`src/rtl/acm_pkg.sv`:
```
`default_nettype none
package acm_pkg;

  // Line store geometry: a ring of MAX_ORDER rows of MAX_WIDTH pixels.
  localparam int MAX_WIDTH  = 1024;
  localparam int MAX_ORDER  = 5;
  localparam int MAX_ROWS   = 4096;
  localparam int COEF_NUM   = MAX_ORDER * MAX_ORDER;
  localparam int MEM_DEPTH  = MAX_ORDER * MAX_WIDTH;
  localparam int XW         = $clog2(MAX_WIDTH);
  localparam int SW         = $clog2(MAX_ORDER);
  localparam int AW         = SW + XW;
  localparam int YW         = $clog2(MAX_ROWS);
  localparam int CIW        = $clog2(COEF_NUM);

  // Arithmetic widths: channel sum, folded numerator, scaled divisor.
  localparam int ACCW = 29;
  localparam int KW   = 50;
  localparam int DW   = 32;

  // Number of color channels, one cell each.
  localparam int NCH = 4;

  // Operation codes carried in tuser.
  localparam logic OP_COEF  = 1'b0;
  localparam logic OP_PIXEL = 1'b1;

  // Register indexes.
  localparam logic [2:0] REG_WIDTH    = 3'd0;
  localparam logic [2:0] REG_ORDER_X  = 3'd1;
  localparam logic [2:0] REG_ORDER_Y  = 3'd2;
  localparam logic [2:0] REG_TARGET_X = 3'd3;
  localparam logic [2:0] REG_TARGET_Y = 3'd4;
  localparam logic [2:0] REG_DIVISOR  = 3'd5;
  localparam logic [2:0] REG_BIAS     = 3'd6;
  localparam logic [2:0] REG_PRESERVE = 3'd7;

  // One beat handed from cell to cell.
  typedef struct packed {
    logic               mac;
    logic               first;
    logic               fin;
    logic [31:0]        data;
    logic signed [15:0] coef;
  } link_t;

endpackage
`default_nettype wire

```
`src/rtl/acm_cell.sv`:
```
`default_nettype none
module acm_cell (
  input  logic                         clk,
  input  logic                         rst,
  input  acm_pkg::link_t               link_in,
  input  logic signed [acm_pkg::KW-1:0] kterm,
  input  logic [acm_pkg::DW-1:0]       den,
  input  logic                         neg,
  output acm_pkg::link_t               link_out,
  output logic [7:0]                   result,
  output logic                         done
);
  import acm_pkg::*;

  logic signed [ACCW-1:0] acc;
  logic signed [24:0]     prod;
  logic signed [KW-1:0]   acc_ext;
  logic signed [KW-1:0]   n_raw;
  logic signed [KW-1:0]   n_fold;
  logic signed [KW-1:0]   den_ext;
  logic signed [KW-1:0]   den_top;
  logic signed [KW-1:0]   trial;
  logic signed [KW-1:0]   rem;
  logic [7:0]             quo;
  logic [7:0]             quo_next;
  logic [2:0]             cnt;
  logic                   busy;
  logic                   pre;

  // Pass the beat on, with this cell's byte shifted out.
  always_ff @(posedge clk) begin
    if (rst) begin
      link_out <= '0;
    end else begin
      link_out.mac   <= link_in.mac;
      link_out.first <= link_in.first;
      link_out.fin   <= link_in.fin;
      link_out.data  <= {8'd0, link_in.data[31:8]};
      link_out.coef  <= link_in.coef;
    end
  end

  // Multiply-accumulate on the low byte.
  assign prod = $signed({1'b0, link_in.data[7:0]}) * link_in.coef;

  always_ff @(posedge clk) begin
    if (link_in.mac) begin
      acc <= (link_in.first ? '0 : acc) + ACCW'(prod);
    end
  end

  // Numerator with bias and rounding folded in, sign of divisor applied.
  assign acc_ext  = KW'(acc);
  assign n_raw    = (acc_ext <<< 8) + kterm;
  assign n_fold   = neg ? -n_raw : n_raw;
  assign den_ext  = $signed({{(KW-DW){1'b0}}, den});
  assign den_top  = den_ext <<< 8;
  assign trial    = rem - (den_ext <<< cnt);

  always_comb begin
    quo_next = quo;
    if (!trial[KW-1]) begin
      quo_next[cnt] = 1'b1;
    end
  end

  // Restoring division, one quotient bit a cycle, after a range check.
  // The check pulls the numerator into range so that the quotient fits in
  // eight bits; every cell takes the same number of cycles.
  always_ff @(posedge clk) begin
    if (rst) begin
      busy <= 1'b0;
      pre  <= 1'b0;
      done <= 1'b0;
    end else begin
      done <= 1'b0;
      if (link_in.fin) begin
        busy <= 1'b1;
        pre  <= 1'b1;
      end else if (busy && pre) begin
        pre <= 1'b0;
      end else if (busy && cnt == 3'd0) begin
        busy <= 1'b0;
        done <= 1'b1;
      end
    end
  end

  always_ff @(posedge clk) begin
    if (link_in.fin) begin
      rem <= n_fold;
      cnt <= 3'd7;
      quo <= 8'd0;
    end else if (busy && pre) begin
      // A negative numerator gives zero, one of 256 divisors or more gives 255.
      if (rem[KW-1]) begin
        rem <= '0;
      end else if (rem >= den_top) begin
        rem <= den_top - KW'(1);
      end
    end else if (busy) begin
      if (!trial[KW-1]) begin
        rem <= trial;
      end
      quo <= quo_next;
      cnt <= cnt - 3'd1;
      if (cnt == 3'd0) begin
        result <= quo_next;
      end
    end
  end

endmodule
`default_nettype wire

```
`config.mk`:
```
export PLATFORM = sky130hd
export DESIGN_NAME = acm_cell
export DESIGN_NICKNAME = d
export VERILOG_FILES = /design/src/rtl/acm_pkg.sv /design/src/rtl/acm_cell.sv
export SDC_FILE = /design/constraint.sdc
export NUM_CORES = 1
export LEC_CHECK = 0
export BUFFER_PORTS_ARGS = -buffer_cell sky130_fd_sc_hd__buf_2
export CAP_MARGIN = 25
export CORE_ASPECT_RATIO = 0.7
export CORE_UTILIZATION = 45
export CTS_CLUSTER_DIAMETER = 40
export CTS_CLUSTER_SIZE = 12
export DETAILED_ROUTE_END_ITERATION = 8
export PLACE_DENSITY = 0.74
export SLEW_MARGIN = 15
export SYNTH_ARGS = -nofsm -noshare
export SYNTH_HDL_FRONTEND = slang
export SYNTH_SLANG_ARGS = --single-unit
```
`constraint.sdc`:
```
create_clock -name clk -period 8 [get_ports clk]
set_clock_uncertainty 0.2 [all_clocks]
set_input_delay 0.8 -clock clk [delete_from_list [all_inputs] [get_ports clk]]
set_output_delay 0.8 -clock clk [all_outputs]
set_load 0.02 [all_outputs]
```
==> reports/results.ini <==
[status]
outcome=finished clean

[global_route]
grt_overflow=0
antenna_found_initial=5
grt_max_degree=83
grt_pass1_vias=17700
grt_usage_pct=25.1
grt_first_pass_wirelength_mm=92.3

[detailed_routing]
drt-total-wl_mm=57.8
ant_nets=0
via_per_inst=5.96
route.detailed.drc=0
wl_per_cell_um=18.4
vias=18700
dr.first_iter.drc_count=1640
drtPass1Iterations=6

[setup_path]
r2r-end=rem[45]
cpPeakStageDelay_ns=0.60
reg2reg_setup_slack_ns=1.37
critPathRequiredTime_ns=8.00
cp-end-kind=flop
arrival_ns=7.59
rr_worst_depth=15
critPathSlowestCell=fa_1
setup.worst_path.class=in2reg
timing.rr.start=cnt[1]
startpoint_type=input port
critPathMaxFanout=16

[timing]
final.period_utilization_pct=94.8
fin_ws_ns=0.412
hold_ws_ns=0.272
finalHoldViolCount=0
fmax_mhz=132
maxSlewViolCount=0
tightest_slew_ns=1.06
rsz0062_at_grt=false
fin_crit_ns=7.59
finalSetupViolCount=0
slew-limit-headroom_pct=28.7
fin_tns_setup_ns=0

[clocking]
cts_setup_buffers=0
insertion_delay_ns=0.47
cts_tree=done
cts_made_buffers=17
cts_sinks=144
clk_pin_slew_ns=0.07
clockRootBuffer=clkbuf_16
clk_path_buf_depth=2
cts_max_level=4

[flow_run]
maxCapViolations=0

[layout]
layout.nets=2966
final_cells=3142
area_delta_synth_final_pct=10.3
final_area_um2=22300
fin_util_pct=50.7
drive_gt1_share_pct=12.0

[placed_design]
place_congestion=1.00
dp.cells=3103
dpl.hpwl_mm=45.9
dpl_cell_area_um2=21600
io_buffer_count=187
pre_cts_ws_ns=0.0217

[logic_synthesis]
yosysWarnings=0
synthFlopType=edfxtp_1
synth.distinct_cells=96
ys_ff_latch=144
ys_seq_area_share_pct=18.6
synth_area_um2=20200
syn_inst=2400
synthArstFlopShare_pct=0
syn_avg_cell_area_um2=8.42
synth_enable_flop_cells=87

[min_path]
hold_path_depth=2
holdPathEnd=quo[0]
hp-start=quo[0]
hold_class=reg2reg

[floorplanning]
fp.dieW_um=255
ioPinCount=196
num_rows=64
core_um2=44000
die_area_um2=45800
initial_utilization_pct=46.0
die_h_um=179

[pwr]
power_mw=9.60
power.ir.vdd_worst_mv=0.322
leakagePower_nw=10.0
power_density_nw_per_um2=431

## worst max-delay path: cells and delay by family
family          cells  cell delay (ns)
xor+xnor            1             0.09
simple gates        7             1.29
buf+inv             5             0.53
fa+ha+maj           6             2.86
compound gates      9             2.01
## worst max path at each step
| stage | start | endpoint | slack [ns] | cells past startpoint |
|---|---|---|---|---|
| 2_1_floorplan | link_in[18] | acc[28] | 0.31 | 32 |
| 3_3_place_gp | link_in[18] | acc[28] | 0.11 | 32 |
| 3_5_place_dp | link_in[18] | acc[28] | 0.02 | 32 |
| 4_1_cts | link_in[18] | acc[28] | 0.55 | 32 |
| 5_1_grt | link_in[17] | acc[28] | 0.02 | 28 |
| 6_report | link_in[17] | acc[28] | 0.41 | 28 |
## registers in the layout (all words and copies together), names as in the netlist, 3 cells and up
register / flops
acc: 29
cnt: 3
quo: 8
result: 8
link_out: 43
rem: 50
## routing by layer
metal / GRT usage, % / vias to the layer above / routed length [um]
li1: - / 8852 / -
met5: 0 / - / 0
met2: 38.4 / 797 / 25000
met3: 4.85 / 79 / 4740
met1: 35.9 / 8991 / 26900
met4: 6.88 / 0 / 1090
## placed cells by master (no fill, tap or decap), types with 61 or more instances in the layout
cell type and instances:
fa_1 105, nand2_1 201, buf_2 188, xor2_1 69, inv_1 232, o21ai_0 90, a21oi_1 182, nor2b_1 86
and2_1 88, xnor2_1 116, ha_1 194, nor2_1 114, edfxtp_1 87, nor3_1 61
## synth_stat cells, drive strengths merged, types with 86 or more instances
cell    count  area share (%)
ha        194              12
inv       233             4.3
nor2b      86             2.7
nand2     201             3.7
and2       88             2.7
nor2      114             2.1
edfxtp     87              13
a21oi     182             4.5
clkbuf     87             1.6
xnor2     116             5.0
fa        105              10
o21ai     107             2.6
## where the power goes
part           switching (mW)  internal, mW
logic                    4.24          3.06
clock network           0.380         0.491
registers               0.178          1.25
## timing repair
item	4_1_cts	5_1_grt
endpoints found under the setup margin	0	1
hold buffers	0	0
resized for setup	0	1
## cell families (layout without fill, tap and decap cells)
logic type / Yosys count / after routing / synth area share [%]
xor gates and xnor gates: 186 / 186 / 8.13
and+or+nand+nor: 761 / 761 / 19.7
buffers and inverters: 339 / 476 / 6.50
AOI/OAI and AO/OA: 612 / 612 / 20.5
other: 1 / 12 / 0.0185
adders and majority gates: 299 / 299 / 22.4
muxes: 58 / 58 / 4.24
DFF: 144 / 144 / 18.6
## final cells by class
class,count,area (um2)
antenna,4,10.0
clock buffer,19,464
inverter,234,878
multi-input combinational,1924,15200
timing repair buffer,210,1120
fill,4044,21700
tap,594,743
clock inverter,13,148
sequential,144,3750
Power figures use the tool's default switching activity.
